## config.mk

```make
export PLATFORM = sky130hd
export DESIGN_NAME = bfa_ctrl
export DESIGN_NICKNAME = d
export VERILOG_FILES = /design/src/bfa_pkg.sv /design/src/bfa_ctrl.sv
export SDC_FILE = /design/constraint.sdc
export NUM_CORES = 1
export LEC_CHECK = 0
export BUFFER_PORTS_ARGS = -buffer_cell sky130_fd_sc_hd__buf_2
export CAP_MARGIN = 10
export CORE_UTILIZATION = 25
export DETAILED_ROUTE_END_ITERATION = 16
export SLEW_MARGIN = 0
export SYNTH_ARGS = -nofsm -noshare
export SYNTH_HDL_FRONTEND = slang
export SYNTH_SLANG_ARGS = --single-unit
export TNS_END_PERCENT = 1
```

## constraint.sdc

```tcl
create_clock -name clk -period 5.2 [get_ports clk]
set_input_delay 0.26 -clock clk [delete_from_list [all_inputs] [get_ports clk]]
set_output_delay 0.26 -clock clk [all_outputs]
set_load 0.005 [all_outputs]
```

## src/bfa_pkg.sv

```systemverilog
`default_nettype none
package bfa_pkg;

  // command field
  localparam logic CMD_ALLOC   = 1'b0;
  localparam logic CMD_RELEASE = 1'b1;

  // status codes
  localparam logic [2:0] ST_OK       = 3'd0;
  localparam logic [2:0] ST_BAD_SIZE = 3'd1;
  localparam logic [2:0] ST_NO_FIT   = 3'd2;
  localparam logic [2:0] ST_NOT_FND  = 3'd3;
  localparam logic [2:0] ST_FULL     = 3'd4;

  // configuration register indexes
  localparam logic REG_BASE = 1'b0;
  localparam logic REG_SIZE = 1'b1;

  localparam int ADDR_W = 48;
  localparam int SIZE_W = 14;

  // operation broadcast to every cell
  typedef enum logic [2:0] {
    OP_HOLD,
    OP_INIT,
    OP_START,
    OP_STEP,
    OP_MERGE,
    OP_SPLIT,
    OP_MARK,
    OP_FREE
  } cell_op_t;

  typedef struct packed {
    cell_op_t op;
    logic     set_sel;
  } cell_ctl_t;

  typedef enum logic [2:0] {
    S_IDLE,
    S_REL,
    S_FIT,
    S_MERGE,
    S_ALLOC
  } state_t;

endpackage
`default_nettype wire

```

## src/bfa_ctrl.sv

```systemverilog
`default_nettype none
module bfa_ctrl
  import bfa_pkg::*;
#(
  parameter int ARENA_BYTES = 8192,
  parameter int OFF_W       = 13,
  parameter int LEN_W       = 14
) (
  input  wire logic              clk,
  input  wire logic              rst,
  input  wire logic              start,
  input  wire logic              command,
  input  wire logic [SIZE_W-1:0] req_size,
  input  wire logic [ADDR_W-1:0] req_address,
  input  wire logic              cfg_we,
  input  wire logic              cfg_index,
  input  wire logic [ADDR_W-1:0] cfg_data,
  input  wire logic [OFF_W-1:0]  bus_off,
  input  wire logic [LEN_W-1:0]  bus_len,
  input  wire logic              bus_used,
  input  wire logic              bus_valid,
  input  wire logic              merge_any,
  input  wire logic              full,
  output logic                   busy,
  output logic                   done,
  output logic      [ADDR_W-1:0] result_address,
  output logic      [2:0]        status,
  output cell_ctl_t              ctl,
  output logic      [LEN_W-1:0]  init_len,
  output logic      [LEN_W-1:0]  req_len,
  output logic      [OFF_W-1:0]  split_off,
  output logic      [LEN_W-1:0]  split_len
);

  state_t            state, state_next;
  logic [ADDR_W-1:0] base, base_next;
  logic [LEN_W-1:0]  free_bytes, free_bytes_next;
  logic [LEN_W-1:0]  sz, sz_next;
  logic [ADDR_W-1:0] addr, addr_next;
  logic              merged, merged_next;
  logic              have_best, have_best_next;
  logic [LEN_W-1:0]  best_len, best_len_next;
  logic [OFF_W-1:0]  best_off, best_off_next;
  logic              done_next;
  logic [ADDR_W-1:0] result_address_next;
  logic [2:0]        status_next;
  logic [SIZE_W-1:0] cfg_size;
  logic [ADDR_W-1:0] bus_addr;

  assign busy      = (state != S_IDLE);
  assign req_len   = sz;
  assign split_off = OFF_W'(32'(best_off) + 32'(sz));
  assign split_len = LEN_W'(best_len - sz);
  assign bus_addr  = base + ADDR_W'(bus_off);

  // clamp written arena size to 1..ARENA_BYTES
  always_comb begin
    cfg_size = cfg_data[SIZE_W-1:0];
    if (cfg_size == '0) cfg_size = SIZE_W'(1);
    if (32'(cfg_size) > ARENA_BYTES) cfg_size = SIZE_W'(ARENA_BYTES);
    init_len = LEN_W'(cfg_size);
  end

  always_ff @(posedge clk) begin
    if (rst) begin
      state          <= S_IDLE;
      base           <= '0;
      free_bytes     <= LEN_W'(ARENA_BYTES);
      done           <= 1'b0;
      merged         <= 1'b0;
      have_best      <= 1'b0;
    end else begin
      state          <= state_next;
      base           <= base_next;
      free_bytes     <= free_bytes_next;
      done           <= done_next;
      merged         <= merged_next;
      have_best      <= have_best_next;
    end
    sz             <= sz_next;
    addr           <= addr_next;
    best_len       <= best_len_next;
    best_off       <= best_off_next;
    result_address <= result_address_next;
    status         <= status_next;
  end

  always_comb begin
    state_next          = state;
    base_next           = base;
    free_bytes_next     = free_bytes;
    sz_next             = sz;
    addr_next           = addr;
    merged_next         = merged;
    have_best_next      = have_best;
    best_len_next       = best_len;
    best_off_next       = best_off;
    done_next           = 1'b0;
    result_address_next = result_address;
    status_next         = status;
    ctl.op              = OP_HOLD;
    ctl.set_sel         = 1'b0;

    case (state)
      S_IDLE: begin
        if (cfg_we) begin
          if (cfg_index == REG_BASE) begin
            base_next = cfg_data;
          end else begin
            ctl.op          = OP_INIT;
            free_bytes_next = init_len;
          end
        end else if (start) begin
          sz_next             = LEN_W'(req_size);
          addr_next           = req_address;
          merged_next         = 1'b0;
          have_best_next      = 1'b0;
          result_address_next = '0;
          if (command == CMD_RELEASE) begin
            ctl.op     = OP_START;
            state_next = S_REL;
          end else if (req_size == '0 || 32'(req_size) > ARENA_BYTES ||
                       32'(req_size) > 32'(free_bytes)) begin
            status_next = ST_BAD_SIZE;
            done_next   = 1'b1;
          end else begin
            ctl.op     = OP_START;
            state_next = S_FIT;
          end
        end
      end

      S_REL: begin
        if (!bus_valid) begin
          status_next = ST_NOT_FND;
          done_next   = 1'b1;
          state_next  = S_IDLE;
        end else if (bus_used && bus_addr == addr) begin
          ctl.op          = OP_FREE;
          free_bytes_next = LEN_W'(free_bytes + bus_len);
          status_next     = ST_OK;
          done_next       = 1'b1;
          state_next      = S_IDLE;
        end else begin
          ctl.op = OP_STEP;
        end
      end

      S_FIT: begin
        if (!bus_valid) begin
          if (have_best) begin
            state_next = S_ALLOC;
          end else if (!merged) begin
            ctl.op      = OP_START;
            merged_next = 1'b1;
            state_next  = S_MERGE;
          end else begin
            status_next = ST_NO_FIT;
            done_next   = 1'b1;
            state_next  = S_IDLE;
          end
        end else begin
          ctl.op = OP_STEP;
          if (!bus_used && bus_len == sz) begin
            ctl.set_sel    = 1'b1;
            have_best_next = 1'b1;
            best_len_next  = bus_len;
            best_off_next  = bus_off;
            state_next     = S_ALLOC;
          end else if (!bus_used && bus_len > sz &&
                       (!have_best || bus_len < best_len)) begin
            ctl.set_sel    = 1'b1;
            have_best_next = 1'b1;
            best_len_next  = bus_len;
            best_off_next  = bus_off;
          end
        end
      end

      S_MERGE: begin
        if (!bus_valid) begin
          ctl.op     = OP_START;
          state_next = S_FIT;
        end else if (merge_any) begin
          ctl.op = OP_MERGE;
        end else begin
          ctl.op = OP_STEP;
        end
      end

      S_ALLOC: begin
        done_next  = 1'b1;
        state_next = S_IDLE;
        if (best_len > sz && full) begin
          status_next = ST_FULL;
        end else begin
          ctl.op              = (best_len > sz) ? OP_SPLIT : OP_MARK;
          free_bytes_next     = LEN_W'(free_bytes - sz);
          status_next         = ST_OK;
          result_address_next = base + ADDR_W'(best_off);
        end
      end

      default: begin
        state_next = S_IDLE;
      end
    endcase
  end

endmodule
`default_nettype wire

```

# Yosys cells after proc, flatten, opt, wreduce, memory -nomap -nowiden
# Cells that the tools add are included.
# W data, S select, Z words.
[totals] output_inout_bits=112 register_bits=208 wordCells=154 inputBits=147
[op_classes] bitwise=2 add_sub_neg=6 n_reduce_logical=28 n_lt_le_gt_ge=6 muxes=76 eq_ne=24
[op_table] op="$mux W48" count=3
[op_table] op="$mux W14" count=9
[op_table] op="$add A48 B13 Y48" count=2
[op_table] op="$pmux W48 S2" count=1
[op_table] op="$mux W3" count=25
[op_table] op="$eq A48 B48 Y1" count=1
[op_table] op="$gt A14 B14 Y1" count=3
[op_table] op="$pmux W14 S3" count=1
[op_table] op="$gt A14 B14 Y1 const B" count=2
[op_table] op="$logic_not A14 Y1" count=2
[op_table] op="$ne A2 B2 Y1 const B" count=14
[op_table] op="$sub A14 B14 Y14" count=2
[op_table] op="$mux W13" count=2
[op_table] op="$pmux W3 S4" count=2
[op_table] op="$mux W1" count=21
[op_table] op="$mux W2" count=8
[op_table] op="$pmux W3 S5" count=1
[op_table] op="$add A14 B14 Y14" count=1
[op_table] op="$eq A14 B14 Y1" count=1
[op_table] op="$lt A14 B14 Y1" count=1
[op_table] op="$add A13 B13 Y13" count=1
[op_table] op="$ne A3 B3 Y1 const B" count=4
[op_table] op="$reduce_and A6 Y1" count=2
[op_table] op="$reduce_and A5 Y1" count=2
[op_table] op="16 further kinds" count=31

# Depth between registers and ports, before layout
[logic_depth] depth_word=8 mapped_depth=18 ltp_nobuf=17

# Least setup slack after synthesis
# Ideal clock, no wire load.
[synth_timing] path_kind="register to register" startpoint="reg best_len[1]" endpoint="reg best_len[0] (enable)" synth_period_minus_slack_ns=4.374 setup_time_ns=0.458 required_time_ns=4.742 path_stages_with_launch=12 arrival_time_ns=3.917 setup_slack_ns=0.826 path_buffers=0 cell_sequence="edfxtp_1 > inv_1 > ha_1 > a21o_1 > a21o_1 > a21o_1 > a21o_1 > a21oi_1 > nor2b_1 > o21ai_0 > a21oi_1 > o31ai_1"
[synth_between] elab_chain_len=5
[synth_lines] item="start: declaration" line_no="bfa_ctrl.sv:42" text="logic [LEN_W-1:0] best_len, best_len_next;"
[synth_lines] item="start signal: assignment" line_no="bfa_ctrl.sv:82" text="best_len <= best_len_next;"
[synth_lines] item="$lt A14 B14 Y1" line_no="bfa_ctrl.sv:171" text="(!have_best || bus_len < best_len)) begin"
[synth_lines] item="$logic_or A1 B1 Y1" line_no="bfa_ctrl.sv:171"
[synth_lines] item="$logic_and A1 B1 Y1" line_no="bfa_ctrl.sv:170" text="end else if (!bus_used && bus_len > sz &&"
[synth_lines] item="$reduce_bool A2 Y1 (no line)"
[synth_lines] item="$reduce_and A3 Y1 (no line)"
# No other way between the ends.
# A chain may end at the register's enable or synchronous reset.

==> impl.org <==
** Detailed routing
- For this block, the initial DRC count from the detailed router was approximately 850.
- Wire length on met2 :: 25000 µm
- The first detailed-routing pass ran for 8 iterations.
- The final route contains 13300 vias.
- The count of nets left with antenna violations once routing finished came out at 0.
- In the detailed route, the total length drawn on met3 is 2990 µm.
- Average via count per standard cell :: 4.90
- In the final routing, the length of wire on met1 measures 24200 µm.
- The final layout contains routed wiring with a total length of 53400 µm.
- The detailed router used layers up to and including met5.
- In the routed design, unresolved DRC markers number 0.
- Dividing the detail-routed wire length by the instance count gives between 15 and 20 µm.

** Synthesis
- Dividing the synthesized area by the synthesized cell count gives 9.17 µm².
- When the netlist entered floorplanning its net count stood at 1821.
- Flop and latch count out of synthesis :: 208
- For this run, the number of Yosys warnings is 0.
- Summing every instance area after synthesis gives roughly 0.014 mm².
- In the synthesized netlist the dominant register cell turns out to be edfxtp_1.
- Counting flops with a built-in enable in the synthesized netlist gives 140.
- Number of distinct library cell variants in the gate-level netlist after synthesis :: 87
- The biggest area contributor in the post-synthesis netlist is edfxtp_1.
- In the synthesized netlist the async set-or-reset flop fraction comes to 0%.
- Synth Instances :: approximately 1600
- Of the synthesized area, sequential elements account for 38.9%.
- Main area contributors after synthesis :: edfxtp_1 29%, dfxtp_1 9.5%, ha_1 9.3%
- The top cell type by area accounts for around 29% of the synthesized area.

** CTS
- Number of gates given a new drive strength after cts :: 0
- The later pin in the worst-skew pair is clocked with a latency of 0.58 ns.
- Counting the buffers created by CTS gives 27.
- CTS clock-pin slew for the worst setup and hold paths :: 0.06 ns
- Root Buffer Master :: clkbuf_16
- Bufs on Longest Clock Path :: 3
- Num Clock Sinks :: roughly 210
- TritonCTS built the clock tree.
- CTS HTree Levels :: 1

** Cells and area
- Antenna fix cells :: 0
- Relative to the synthesized area, the layout overhead comes to 29.8%.
- For this run, the share of the core covered by cells in the final layout is 32.9%.
- Of the cells placed in the final design, the portion with a size suffix greater than 1 is 19.3%.
- In the final design database the tool counted 2187 nets.
- Filler cell count :: ~5800

** Setup path
- Worst setup path class :: primary input to primary output
- Critical path's slowest cell :: nor3_1
- For the worst setup path, the data required time is 4.94 ns.
- Worst path top cell family by delay :: simple AND/OR/NAND/NOR gates
- Endpoint class of the critical path :: primary output
- Element type at the critical path start :: primary input
- The largest single stage delay on the critical path is 0.61 ns.
- For the worst setup path, the data arrival time is 4.66 ns.
- Traced cell by cell, the critical path runs through dlygate4sd3_1 -> buf_2 -> ha_1 -> nand3_1 -> or4_1 -> a2bb2oi_2 -> a2111oi_2 -> a31oi_1 -> nor4_1 -> nand4_1 -> nor3_1 -> nand2b_1 -> nand3_1 -> buf_2.
- Maximum fanout along the worst path :: 9
- Together, buffers and inverters on the worst path number 3.

** Hold path
- The path class of the tightest hold or removal check is primary input to flop.

** STA
- Subtracting the final worst setup slack from the clock period gives approximately 4.9 ns.
- Total count of max-transition violations in the final report :: 0
- Final-report hold violation count :: 0
- The worst pin sits at a relative slew slack of 25.5%.
- Static timing analysis puts the maximum clock frequency at around 200 MHz.
- The final critical path takes up between 90% and 100% of the cycle.
- Summed over all failing endpoints, the final setup total negative slack is 0 ns.
- Min setup slack post-route :: between 0.2 and 0.3 ns
- At the pin with the least slew margin, the transition time is between 1 and 1.5 ns.
- Setup violations remaining at the end of the flow were counted as 0.
- The clock arrives with 0.0260 ns of skew.
- Unrepaired setup endpoints after global routing :: false

** Global route
- Overall overflow remaining after global route :: 0
- The first global-routing pass estimated 78300 µm of wire.
- Overall global routing resource usage :: 17.8%
- The number of antenna violations at the first check in global routing is 1.
- Vias in the first global route :: 12800
- Entering global routing, the biggest net connects 49 pins.

** Die
- The floorplan step defined a core boundary enclosing roughly 0.056 mm².
- Rows :: 87
- Die X :: 241 µm
- Die height :: 241 µm
- The initial utilization of the core area, before any placement, comes to between 20 and 30%.
- The floorplan step defined a die boundary enclosing 0.0582 mm².
- IO Pins :: approximately 260

** Flow run
- Max-cap violations in this run came to 0.

** Power
- Final total power :: 5.61 mW
- Summed over all cells, the static leakage comes to 7.34 nW.
- For this design the ratio of total power to cell area is 302 mW/mm².
- Across the VDD grid, the largest voltage drop is about 230 µV.

** Placement
- Half-perimeter wire length of the detailed placement result :: 41300 µm
- Number of buffers added on ports :: roughly 260
- At the end of routability-driven placement, the weighted congestion stood at 0.950.
- OpenSTA, run right after detailed placement, puts the worst setup slack at 0.558 ns.

** Run status
- Result of the run :: finished clean
logic make-up (layout without fill, tap and decap cells):
| kind of cell | count (synthesis) | in the layout | share of synthesized area [%] |
|---|---|---|---|
| AO/OA/AOI/OAI | 318 | 318 | 14.1 |
| XOR/XNOR | 145 | 145 | 8.87 |
| adder cells (fa/ha/maj) | 113 | 113 | 10.1 |
| buffers and inverters | 159 | 546 | 4.69 |
| flip-flops | 208 | 208 | 38.9 |
| multiplexers | 40 | 40 | 3.13 |
| AND/OR/NAND/NOR | 579 | 579 | 20.2 |
repair_timing:
item | CTS | global route
setup buffers | 0 | 0
endpoints found under the hold margin | 129 | 0
hold buffers | 129 | 0
routing by layer:
| layer | global-route usage, % | up-vias |
|---|---|---|
| li1 | - | 6339 |
| met1 | 24.1 | 6350 |
| met2 | 29.7 | 493 |
| met3 | 2.23 | 66 |
| met4 | 4.35 | 2 |
| met5 | 0 | - |
layout make-up:
class                      instances  area, µm²  share of cell area, %
clock buffer                      36        739                   3.98
sequential                       208       5570                   29.9
clock inverter                    14        144                  0.774
multi-input combinational       1195       8120                   43.7
tap                              756        946                   5.09
inverter                          86        323                   1.74
timing repair buffer             410       2760                   14.8
path summary, 6_finish.rpt:
| kind | slack (ns) | from | cells after the start | end |
|---|---|---|---|---|
| worst min-delay path | 0.04 | cfg_data[4] | 3 | base[4]$_SDFFE_PP0P_ |
| worst max register to register | 0.59 | base[0]$_SDFFE_PP0P_ | 12 | status[1]$_DFFE_PP_ |
| worst max-delay path | 0.28 | bus_off[11] | 14 | ctl[3] |
| worst min register to register | 0.49 | base[2]$_SDFFE_PP0P_ | 2 | base[2]$_SDFFE_PP0P_ |
power breakdown:
group | internal (mW) | switching, mW | leakage, nW | total [mW]
clock | 1.10 | 0.792 | 0.434 | 1.90
combinational | 0.683 | 0.915 | 5.04 | 1.60
sequential | 1.96 | 0.159 | 1.87 | 2.12
total | 3.74 | 1.87 | 7.34 | 5.61
tightest hold or removal path: stages:
cell	delay (ns)
buf_2	0.13
nand2_1	0.10
a21oi_1	0.07
cells in the mapped netlist (28+ instances only):
cell,number
dfxtp_1,68
nor2_1,133
nand3_1,39
nand2_1,175
xor2_1,48
ha_1,107
edfxtp_1,140
a21oi_1,123
nand4_1,31
clkbuf_1,37
nor3_1,43
a21o_1,28
o21ai_0,63
inv_1,86
xnor2_1,97
registers in the layout (all words and copies together), names as in the netlist, 3 cells and up:
register,cells
base,48
req_len,14
state,3
free_bytes,14
addr,48
best_len,14
best_off,13
result_address,48
status,3
metrics by stage:
stage                     instances  hold WS (ns)  cell area (µm²)
after floorplan                1562         0.359            14300
after global placement         2526         0.439            16400
after detailed placement       2526         0.440            16400
after CTS                      2705       0.00380            18600
after global routing           2705        0.0148            18600
final                          2705        0.0400            18600
cell usage in the layout, fill, tap and decap left out, types with 6 or more instances in the layout:
cell / instances
nand2b_1: 18
nor4_1: 26
o21ai_0: 63
mux2i_1: 23
mux2_4: 7
xor2_1: 48
and4_1: 7
edfxtp_1: 140
dfxtp_1: 68
clkbuf_16: 27
or2_2: 10
o21a_1: 9
xnor2_1: 97
nand2_1: 174
ha_1: 107
a211oi_1: 14
nor3_1: 43
and3_1: 11
nor2b_1: 25
nand4_1: 31
nand3_1: 39
clkbuf_1: 6
and2_1: 19
inv_1: 85
mux2_2: 10
a21oi_1: 123
a21o_1: 28
dlygate4sd3_1: 129
buf_2: 258
or3_1: 12
o211ai_1: 6
nor2_1: 131
buf_4: 23
No activity file was read; power rests on OpenSTA's default activity.
