==> config.mk <==
export PLATFORM = sky130hd
export DESIGN_NAME = bfa_cell
export DESIGN_NICKNAME = d
export VERILOG_FILES = /design/src/bfa_pkg.sv /design/src/bfa_cell.sv
export SDC_FILE = /design/constraint.sdc
export NUM_CORES = 1
export LEC_CHECK = 0
export BUFFER_PORTS_ARGS = -buffer_cell sky130_fd_sc_hd__buf_4
export CAP_MARGIN = 40
export CELL_PAD_IN_SITES_DETAIL_PLACEMENT = 1
export CELL_PAD_IN_SITES_GLOBAL_PLACEMENT = 2
export CORE_MARGIN = 2
export CORE_UTILIZATION = 24
export CTS_CLUSTER_DIAMETER = 200
export DETAILED_ROUTE_END_ITERATION = 16
export PLACE_DENSITY = 0.84
export SYNTH_ARGS = -nofsm -noshare
export SYNTH_HDL_FRONTEND = slang
export SYNTH_SLANG_ARGS = --single-unit
==> constraint.sdc <==
create_clock -name clk -period 2.34 [get_ports clk]
set_input_delay 0.351 -clock clk [delete_from_list [all_inputs] [get_ports clk]]
set_output_delay 0.351 -clock clk [all_outputs]
set_load 0.005 [all_outputs]
==> src/bfa_pkg.sv <==
`default_nettype none
package bfa_pkg;

  // command field
  localparam logic CMD_ALLOC   = 1'b0;
  localparam logic CMD_RELEASE = 1'b1;

  // status codes
  localparam logic [2:0] ST_OK       = 3'd0;
  localparam logic [2:0] ST_BAD_SIZE = 3'd1;
  localparam logic [2:0] ST_NO_FIT   = 3'd2;
  localparam logic [2:0] ST_NOT_FND  = 3'd3;
  localparam logic [2:0] ST_FULL     = 3'd4;

  // configuration register indexes
  localparam logic REG_BASE = 1'b0;
  localparam logic REG_SIZE = 1'b1;

  localparam int ADDR_W = 48;
  localparam int SIZE_W = 14;

  // operation broadcast to every cell
  typedef enum logic [2:0] {
    OP_HOLD,
    OP_INIT,
    OP_START,
    OP_STEP,
    OP_MERGE,
    OP_SPLIT,
    OP_MARK,
    OP_FREE
  } cell_op_t;

  typedef struct packed {
    cell_op_t op;
    logic     set_sel;
  } cell_ctl_t;

  typedef enum logic [2:0] {
    S_IDLE,
    S_REL,
    S_FIT,
    S_MERGE,
    S_ALLOC
  } state_t;

endpackage
`default_nettype wire

==> src/bfa_cell.sv <==
`default_nettype none
module bfa_cell
  import bfa_pkg::*;
#(
  parameter int         OFF_W    = 13,
  parameter int         LEN_W    = 14,
  parameter bit         FIRST    = 1'b0,
  parameter logic [LEN_W-1:0] INIT_LEN = '0
) (
  input  wire logic             clk,
  input  wire logic             rst,
  input  wire cell_ctl_t        ctl,
  input  wire logic [LEN_W-1:0] init_len,
  input  wire logic [LEN_W-1:0] req_len,
  input  wire logic [OFF_W-1:0] split_off,
  input  wire logic [LEN_W-1:0] split_len,
  input  wire logic             tok_left,
  input  wire logic             sel_left,
  input  wire logic [OFF_W-1:0] left_off,
  input  wire logic [LEN_W-1:0] left_len,
  input  wire logic             left_used,
  input  wire logic             left_valid,
  input  wire logic [OFF_W-1:0] right_off,
  input  wire logic [LEN_W-1:0] right_len,
  input  wire logic             right_used,
  input  wire logic             right_valid,
  output logic      [OFF_W-1:0] off,
  output logic      [LEN_W-1:0] len,
  output logic                  used,
  output logic                  valid,
  output logic                  tok,
  output logic                  sel,
  output logic                  merge_ok
);

  logic after;   // right of the selected cell
  logic right;   // right of the token

  assign merge_ok = tok & valid & ~used & right_valid & ~right_used;

  always_ff @(posedge clk) begin
    if (rst) begin
      valid <= FIRST;
      used  <= 1'b0;
      off   <= '0;
      len   <= INIT_LEN;
      tok   <= 1'b0;
      sel   <= 1'b0;
      after <= 1'b0;
      right <= 1'b0;
    end else begin
      case (ctl.op)
        OP_INIT: begin
          valid <= FIRST;
          used  <= 1'b0;
          off   <= '0;
          len   <= init_len;
          tok   <= 1'b0;
          sel   <= 1'b0;
          after <= 1'b0;
          right <= 1'b0;
        end
        OP_START: begin
          tok   <= FIRST;
          right <= ~FIRST;
          sel   <= 1'b0;
          after <= 1'b0;
        end
        OP_STEP: begin
          tok   <= tok_left;
          right <= right & ~tok_left;
          if (ctl.set_sel) begin
            sel   <= tok;
            after <= right;
          end
        end
        OP_MERGE: begin
          if (tok) begin
            len <= LEN_W'(len + right_len);
          end else if (right) begin
            off   <= right_off;
            len   <= right_len;
            used  <= right_used;
            valid <= right_valid;
          end
        end
        OP_SPLIT: begin
          if (sel) begin
            len  <= req_len;
            used <= 1'b1;
          end else if (after) begin
            if (sel_left) begin
              off   <= split_off;
              len   <= split_len;
              used  <= 1'b0;
              valid <= 1'b1;
            end else begin
              off   <= left_off;
              len   <= left_len;
              used  <= left_used;
              valid <= left_valid;
            end
          end
        end
        OP_MARK: begin
          if (sel) used <= 1'b1;
        end
        OP_FREE: begin
          if (tok) used <= 1'b0;
        end
        default: begin
        end
      endcase
    end
  end

endmodule
`default_nettype wire

==> Word level (Yosys, flattened, before mapping) <==
Index checks and enable logic that the tools add are counted.
{ "word_totals": {"ff_bits": 33} }
{ "op_classes": {"n_bitwise": 8, "n_addsub": 1, "mux": 32, "reduce_logical": 9, "eq_ne": 16} }
{ "op_table": {"columns": ["operator", "n"], "rows": [
  ["$mux W14", 5],
  ["$mux W13", 5],
  ["$pmux W14 S3", 1],
  ["$pmux W13 S3", 1],
  ["$add A14 B14 Y14", 1],
  ["$mux W1", 14],
  ["$ne A2 B2 Y1 const B", 7],
  ["$eq A3 B3 Y1 const B", 4],
  ["$eq A3 B2 Y1 const B", 2],
  ["$ne A3 B3 Y1 const B", 2],
  ["$pmux W1 S2", 3],
  ["$pmux W1 S3", 2],
  ["$reduce_and A6 Y1", 1],
  ["$reduce_bool A3 Y1", 2],
  ["$and A1 B1 Y1", 5],
  ["$pmux W1 S5", 1],
  ["$reduce_and A5 Y1", 1],
  ["$reduce_bool A5 Y1", 1],
  ["$eq A3 B1 Y1 const B", 1],
  ["$not A1 Y1", 3],
  ["$reduce_and A3 Y1", 1],
  ["$reduce_and A2 Y1", 1],
  ["$reduce_bool A2 Y1", 1],
  ["$reduce_or A2 Y1", 1]
]} }

==> Longest topological paths before layout <==
Gate-level depths: netlist (run 1).
{ "depth": {"word_depth": 4, "depth_mapped": 10, "depth_no_buf": 10} }

==> Least setup slack after synthesis (run 1) <==
Ideal clock, no wire load.
{ "synth_path": {"path_kind": "register to register", "from": "register len[0]", "to": "register len[12]", "t_arrival_ps": 2105, "stages_incl_launch_ff": 11, "slack_ps": 139, "setup_time_ps": 96, "path_cell_list": "dfxtp_1 > ha_1 > inv_1 > fa_1 > nand2b_1 > a21oi_2 > a211oi_2 > o311ai_2 > xor2_1 > a21oi_1 > o41ai_2"} }
{ "synth_between": {"elab_chain_len": 3} }
{ "synth_lines": {"columns": ["item", "line", "text"], "rows": [
  ["start, declared", "bfa_cell.sv:28", "output logic [LEN_W-1:0] len,"],
  ["start signal, assigned", "bfa_cell.sv:57", "len <= init_len;"],
  ["start signal, assigned", "bfa_cell.sv:79", "len <= LEN_W'(len + right_len);"],
  ["start signal, assigned", "bfa_cell.sv:82", "len <= right_len;"],
  ["$add A14 B14 Y14", "bfa_cell.sv:79", null],
  ["$mux W14", "bfa_cell.sv:78", "if (tok) begin"],
  ["$pmux W14 S3", "bfa_cell.sv:52", "case (ctl.op)"]
]} }
Every way passes these cells.
A chain may end at the register's enable or synchronous reset.

==> Worst setup path in the final report (run 1) <==
Ends and elaborated chain as after synthesis.

==> results of run 1 <==
[final timing paths]
kind	from	end	slack, ns	depth (start not counted)
max	len[0]	len[12]	0.09	10
min	init_len[1]	len[1]	0.34	3
max reg2reg	len[0]	len[12]	0.09	10
min reg2reg	len[9]	len[9]	0.49	2
[per-layer routing]
metal | up-vias | GRT usage [%]
met5 | - | 0
met4 | 0 | 3.373
met3 | 6 | 5.271
met2 | 103 | 34.51
met1 | 1745 | 21.47
li1 | 1766 | -
[final cells by class]
cell class / instances / area, sq um / share of cell area, %
clock buffer: 6 / 128.9 / 2.836
sequential: 33 / 663.1 / 14.59
tap: 168 / 210.2 / 4.626
multi-input combinational: 321 / 2158 / 47.49
inverter: 10 / 37.54 / 0.8260
clock inverter: 2 / 10.01 / 0.2203
timing repair buffer: 177 / 1336 / 29.41
[logic make-up (layout without fill, tap and decap cells)]
family | after synthesis | count (layout) | share of synthesized area, %
XOR/XNOR | 10 | 10 | 2.946
adder cells (fa/ha/maj) | 14 | 14 | 6.145
buffers and inverters | 42 | 195 | 6.692
flip-flops | 33 | 33 | 22.22
AO/OA/AOI/OAI | 145 | 145 | 33.17
AND/OR/NAND/NOR | 119 | 119 | 17.51
multiplexers | 33 | 33 | 11.32
[tightest hold or removal path: stages]
cell      delay [ns]
buf_4           0.11
nand2_1         0.04
a311oi_1        0.07
[timing repair]
action | CTS | global route
pin swaps | 1 | 3
gates cloned | 0 | 0
setup endpoints to repair | 2 | 2
resized for setup | 1 | 9
hold buffers | 0 | 0
[report_power, final]
group	internal, mW	switching, mW	leakage (nW)	total, mW
clock	0.391	0.265	0.0706	0.656
sequential	0.584	0.0185	0.269	0.602
combinational	0.322	0.293	1.74	0.614
total	1.30	0.576	2.07	1.87
[state kept, by name, indices dropped and copies added, names as in the netlist]
name	flops
tok	1
after	1
valid	1
used	1
off	13
right	1
sel	1
len	14
[stage by stage]
step | power, mW | hold WS, ns
3_5_place_dp | 1.221 | 0.4816
2_1_floorplan | 0.9138 | 0.4645
4_1_cts | 1.895 | 0.3341
6_report | 1.873 | 0.3361
3_3_place_gp | 1.198 | 0.4675
5_1_grt | 1.986 | 0.3451
[layout by cell type (no fill, tap or decap), drive strengths merged, types with 7 or more instances in the layout]
cell type	count
buf	177
nor2	59
a21oi	51
dfxtp	33
mux2i	31
nand2	27
o21ai	26
a2111oi	13
ha	13
inv	10
nand3	8
o211ai	7
==> summary.md, run 1 <==
| Metric | Value |
|---|---|
| Tightest Pin Transition | 0.5301 ns |
| Hold Vio Cnt, Final | 0 |
| Initial drt markers | about 160 |
| First-pass GRT wire length | ~19 mm |
| Relative max-transition margin | 63.75% |
| CP Class | register to register |
| # rows | 40 |
| CTS max path bufs | 2 |
| CP startpoint kind | register |
| Status | complete, no violations |
| Mapped Nets | roughly 530 |
| Area leader, netlist | dfxtp_1 |
| Routed Antenna Nets | 0 |
| I/O pins | about 150 |
| Final setup TNS | 0 ns |
| Placed Area | about 4400 sq um |
| Hold Path Class | primary input to register |
| Vias in the first global route | between 3000 and 4000 |
| Max Cap Viol | 0 |
| Crit path max-delay family | compound AO/OA/AOI/OAI gates |
| Initial Util | around a quarter |
| Die Wd | roughly 120 um |
| Final Skew | between 0.005 and 0.006 ns |
| Cell variety after synth | 61 |
| Layout cells sized above 1 | 37.70% |
| Peak VDD IR | approximately 0.00026 V |
| Post-synth EDFFs | 0 |
| DRC | 0 |
| Post-synth top cells | nor2_1, a21oi_1, dfxtp_1, mux2i_1, nand2_1 |
| CTS tree | built |
| PwrDens | around 400 nW/um^2 |
| CP required | 2.52 ns |
| Fillers | 1519 |
| Placed cell count | around 700 |
| CP Max Fanout | 4 |
| Max Clk Rate | approximately 440 MHz |
| Syn Area/Cell | 7.507 sq um |
| Grt ovf | 0 |
| Post-Route WL | 12.55 mm |
| Die ar. | 13290 sq um |
| Final setup viols | 0 |
| Via count | between 3000 and 4000 |
| Post-CTS Setup Bufs | 0 |
| Place WS | -0.1203 ns |
| Initial antenna violation count | 0 |
| WL/cell | 17.51 um |
| WL met3 | ~900 um |
| Final Slew Violations | 0 |
| Final Cycle Share | a little over nine tenths |
| Drt pass-1 iters | 4 |
| Synthesized cell area | slightly below 3000 sq um |
| Final instance area | about 4500 sq um |
| Critical Path Max Stage Delay | about 0.35 ns |
| Highest Signal Layer | met4 |
| Lkg Pwr | about 2.1 nW |
| Most frequent cell after synthesis | nor2_1 |
| N_diodes | 0 |
| M1 wire length | 5.188 mm |
| Clock-pin slew on the worst setup and hold paths | 0.06 ns |
| Arr. time, crit path | ~2.4 ns |
| Met2 WL | about 6.4 mm |
| Synth Warn # | 0 |
| Num Clock Sinks | 33 |
| Pin count of the biggest net entering global routing | 38 |
| Final HPWL DP | ~9.8 mm |
| #FFs+latches synth | 33 |
| Clk Latency, worst-skew pair | ~0.28 ns |
| GRT Util Overall | about a fifth |
| Num CTS Buffers | 5 |
| Synth Instances | between 300 and 400 |
| Buf+Inv Stages, Crit Path | 1 |
| Seq/Total Area, Yosys | between 20% and 30% |
| Synth area leaders | dfxtp_1, mux2i_1, a21oi_1, nor2_1, ha_1 |
| Area Overhead vs Synth | 52.86% |
| Top cell type's share of synthesized area | between 20% and 30% |
| Minimum clock period | around 2.3 ns |
| Setup ws final | 0.08582 ns |
| Htree depth | 2 |
| Vias per cell | about 5.0 |
| Worst-path cell chain | ha_4, inv_2, fa_2, nand2b_4, a21oi_4, a211oi_4, o311ai_2, xor2_1, a21oi_1, o41ai_2 |
| CP max stage cell | dfxtp_2 |
| Die Y | 115.3 um |
| Final #Nets | between 600 and 700 |
| Finished Layout Cells | 717 |
| Core box area | approximately 12000 sq um |
| Ys async rst share | 0% |
| Final Util | between 30% and 40% |
| Crit path capture type | register |
| Clk root buf | clkbuf_16 |
| I/O Buffers | 152 |
| Main synth FF type | dfxtp_1 |
| Final GP Congestion | 0.8581 |
No activity file was read; power rests on OpenSTA's default activity.
==> inputs of run 2 (changes only) <==
--- a/config.mk
+++ b/config.mk
@@ -11,6 +11,7 @@
 export CELL_PAD_IN_SITES_GLOBAL_PLACEMENT = 2
 export CORE_MARGIN = 2
 export CORE_UTILIZATION = 24
+export CTS_BUF_LIST = sky130_fd_sc_hd__clkbuf_16
 export CTS_CLUSTER_DIAMETER = 200
 export DETAILED_ROUTE_END_ITERATION = 16
 export PLACE_DENSITY = 0.84
==> run 2 against run 1 <==
  * Setup slack did not move
  * First-iteration DRC count did not move
  * Core utilization did not move
  * Clock power fell by 0.6%
  * Cell count did not move
  * Largest cell class unchanged
==> summary.md, run 2 (synthesis gave the netlist of run 1 again) <==
| Metric | Value |
|---|---|
| Status | complete, no violations |
| CP Class | register to register |
| Most frequent cells in the layout | buf_4, nor2_1, a21oi_1, mux2i_1, dfxtp_1 |
| Final Skew | 0.005514 ns |
| Clk Latency, worst-skew pair | approximately 0.28 ns |
| CP Max Fanout | 4 |
| Fillers | ~1500 |
| Initial drt markers | about 160 |
| Lkg Pwr | between 2 and 2.5 nW |
| Largest regs | len: 14 flops, off: 13 flops |
| CP startpoint kind | register |
| CP required | roughly 2.5 ns |
| Tightest Pin Transition | ~0.53 ns |
| Final GP Congestion | 0.8581 |
| Die Y | between 100 and 150 um |
| Post-Route WL | 12.55 mm |
| Final Slew Violations | 0 |
| Layout cells sized above 1 | ~38% |
| Final Cycle Share | roughly 96% |
| Biggest register | len |
| PwrDens | between 400 and 500 nW/um^2 |
| Core box area | between 10000 and 15000 sq um |
| Drt pass-1 iters | 4 |
| N_diodes | 0 |
| Die Wd | 115.3 um |
| Die ar. | 13290 sq um |
| WHS | 0.3361 ns |
| Crit path capture type | register |
| CTS max path bufs | 2 |
| Final setup viols | 0 |
| Num Clock Sinks | 33 |
| Via count | 3620 |
| Vias in the first global route | roughly 3800 |
| Minimum clock period | ~2.3 ns |
| Final #Nets | around 700 |
| DRC | 0 |
| Initial Util | between 20 and 25% |
| Peak VDD IR | approximately 0.00026 V |
| CTS tree | built |
| Max Cap Viol | 0 |
| Final HPWL DP | 9.771 mm |
| I/O Buffers | between 150 and 200 |
| Commonest non-fill, non-tap cell in the layout | buf_4 |
| Grt ovf | 0 |
| Max Clk Rate | around 440 MHz |
| Clk root buf | clkbuf_16 |
| Routed Antenna Nets | 0 |
| Clock-pin slew on the worst setup and hold paths | about 0.06 ns |
| Final instance area | around 4500 sq um |
| Arr. time, crit path | roughly 2.4 ns |
| Initial antenna violation count | 0 |
| Max reg flops | 14 |
| GRT Util Overall | between 10% and 20% |
| WL/cell | roughly 18 um |
| Area Overhead vs Synth | 52.86% |
| Num CTS Buffers | 5 |
| Hold Vio Cnt, Final | 0 |
| # rows | 40 |
| Cts hold-fix bufs | 0 |
| First-pass GRT wire length | between 15 and 20 mm |
| Htree depth | 2 |
| I/O pins | roughly 150 |
| Hold Path Class | primary input to register |
| Multi-input logic area | ~2200 sq um |
| Relative max-transition margin | between 60 and 70% |
| Register area | between 600 and 700 sq um |
| Vias per cell | 5.049 |
| Placed Area | around 4400 sq um |
| Pin count of the biggest net entering global routing | 38 |
[run 2: power breakdown]
| part | internal (mW) | leakage [nW] | switching, mW |
|---|---|---|---|
| Combinational | 0.322 | 1.74 | 0.293 |
| Clock | 0.387 | 0.0748 | 0.265 |
| Sequential | 0.584 | 0.269 | 0.0185 |
| Total | 1.29 | 2.08 | 0.576 |
[run 2: area by class of cell]
cell class | instances | share of cell area [%]
Multi-Input combinational cell | 321 | 47.49
Clock buffer | 5 | 2.753
Clock inverter | 3 | 0.3029
Timing Repair Buffer | 177 | 29.41
Tap cell | 168 | 4.626
Inverter | 10 | 0.8260
Sequential cell | 33 | 14.59
[run 2: layer usage]
| metal | GRT usage [%] | vias to the layer above | share of wire [%] |
|---|---|---|---|
| li1 | - | 1766 | - |
| met3 | 5.271 | 6 | 7.1 |
| met1 | 21.47 | 1745 | 41 |
| met4 | 3.373 | 0 | 0.60 |
| met5 | 0 | - | 0 |
| met2 | 34.51 | 103 | 51 |
[run 2: worst paths after layout]
kind	start	endpoint	slack, ns	cells past startpoint
setup / recovery	len[0]	len[12]	0.09	10
hold / removal	init_len[1]	len[1]	0.34	3
setup reg to reg	len[0]	len[12]	0.09	10
hold reg to reg	len[9]	len[9]	0.49	2
[run 2: timing repair]
action | in CTS | in global routing
gates resized for setup | 1 | 9
buffers inserted | 0 | 0
pin swaps | 1 | 3
endpoints found under the setup margin | 2 | 2
[run 2: worst max-delay path, cell delays in order (launching register included)]
cell	delay, ns
dfxtp_2	0.35
ha_4	0.14
inv_2	0.04
fa_2	0.33
nand2b_4	0.16
a21oi_4	0.16
a211oi_4	0.09
o311ai_2	0.32
xor2_1	0.18
a21oi_1	0.10
o41ai_2	0.30
[run 2: per-stage QoR]
step,util [%],instances,power (mW),setup WS [ns],TNS (ns)
floorplan,-,396,0.9138,0.1391,0
finish,37.68,717,1.869,0.08582,0
global route,37.68,717,1.982,-0.03161,-0.03161
detailed placement,36.16,709,1.221,-0.1203,-0.2247
global placement,36.04,708,1.198,-0.04681,-0.08617
CTS,37.38,717,1.891,0.03039,0
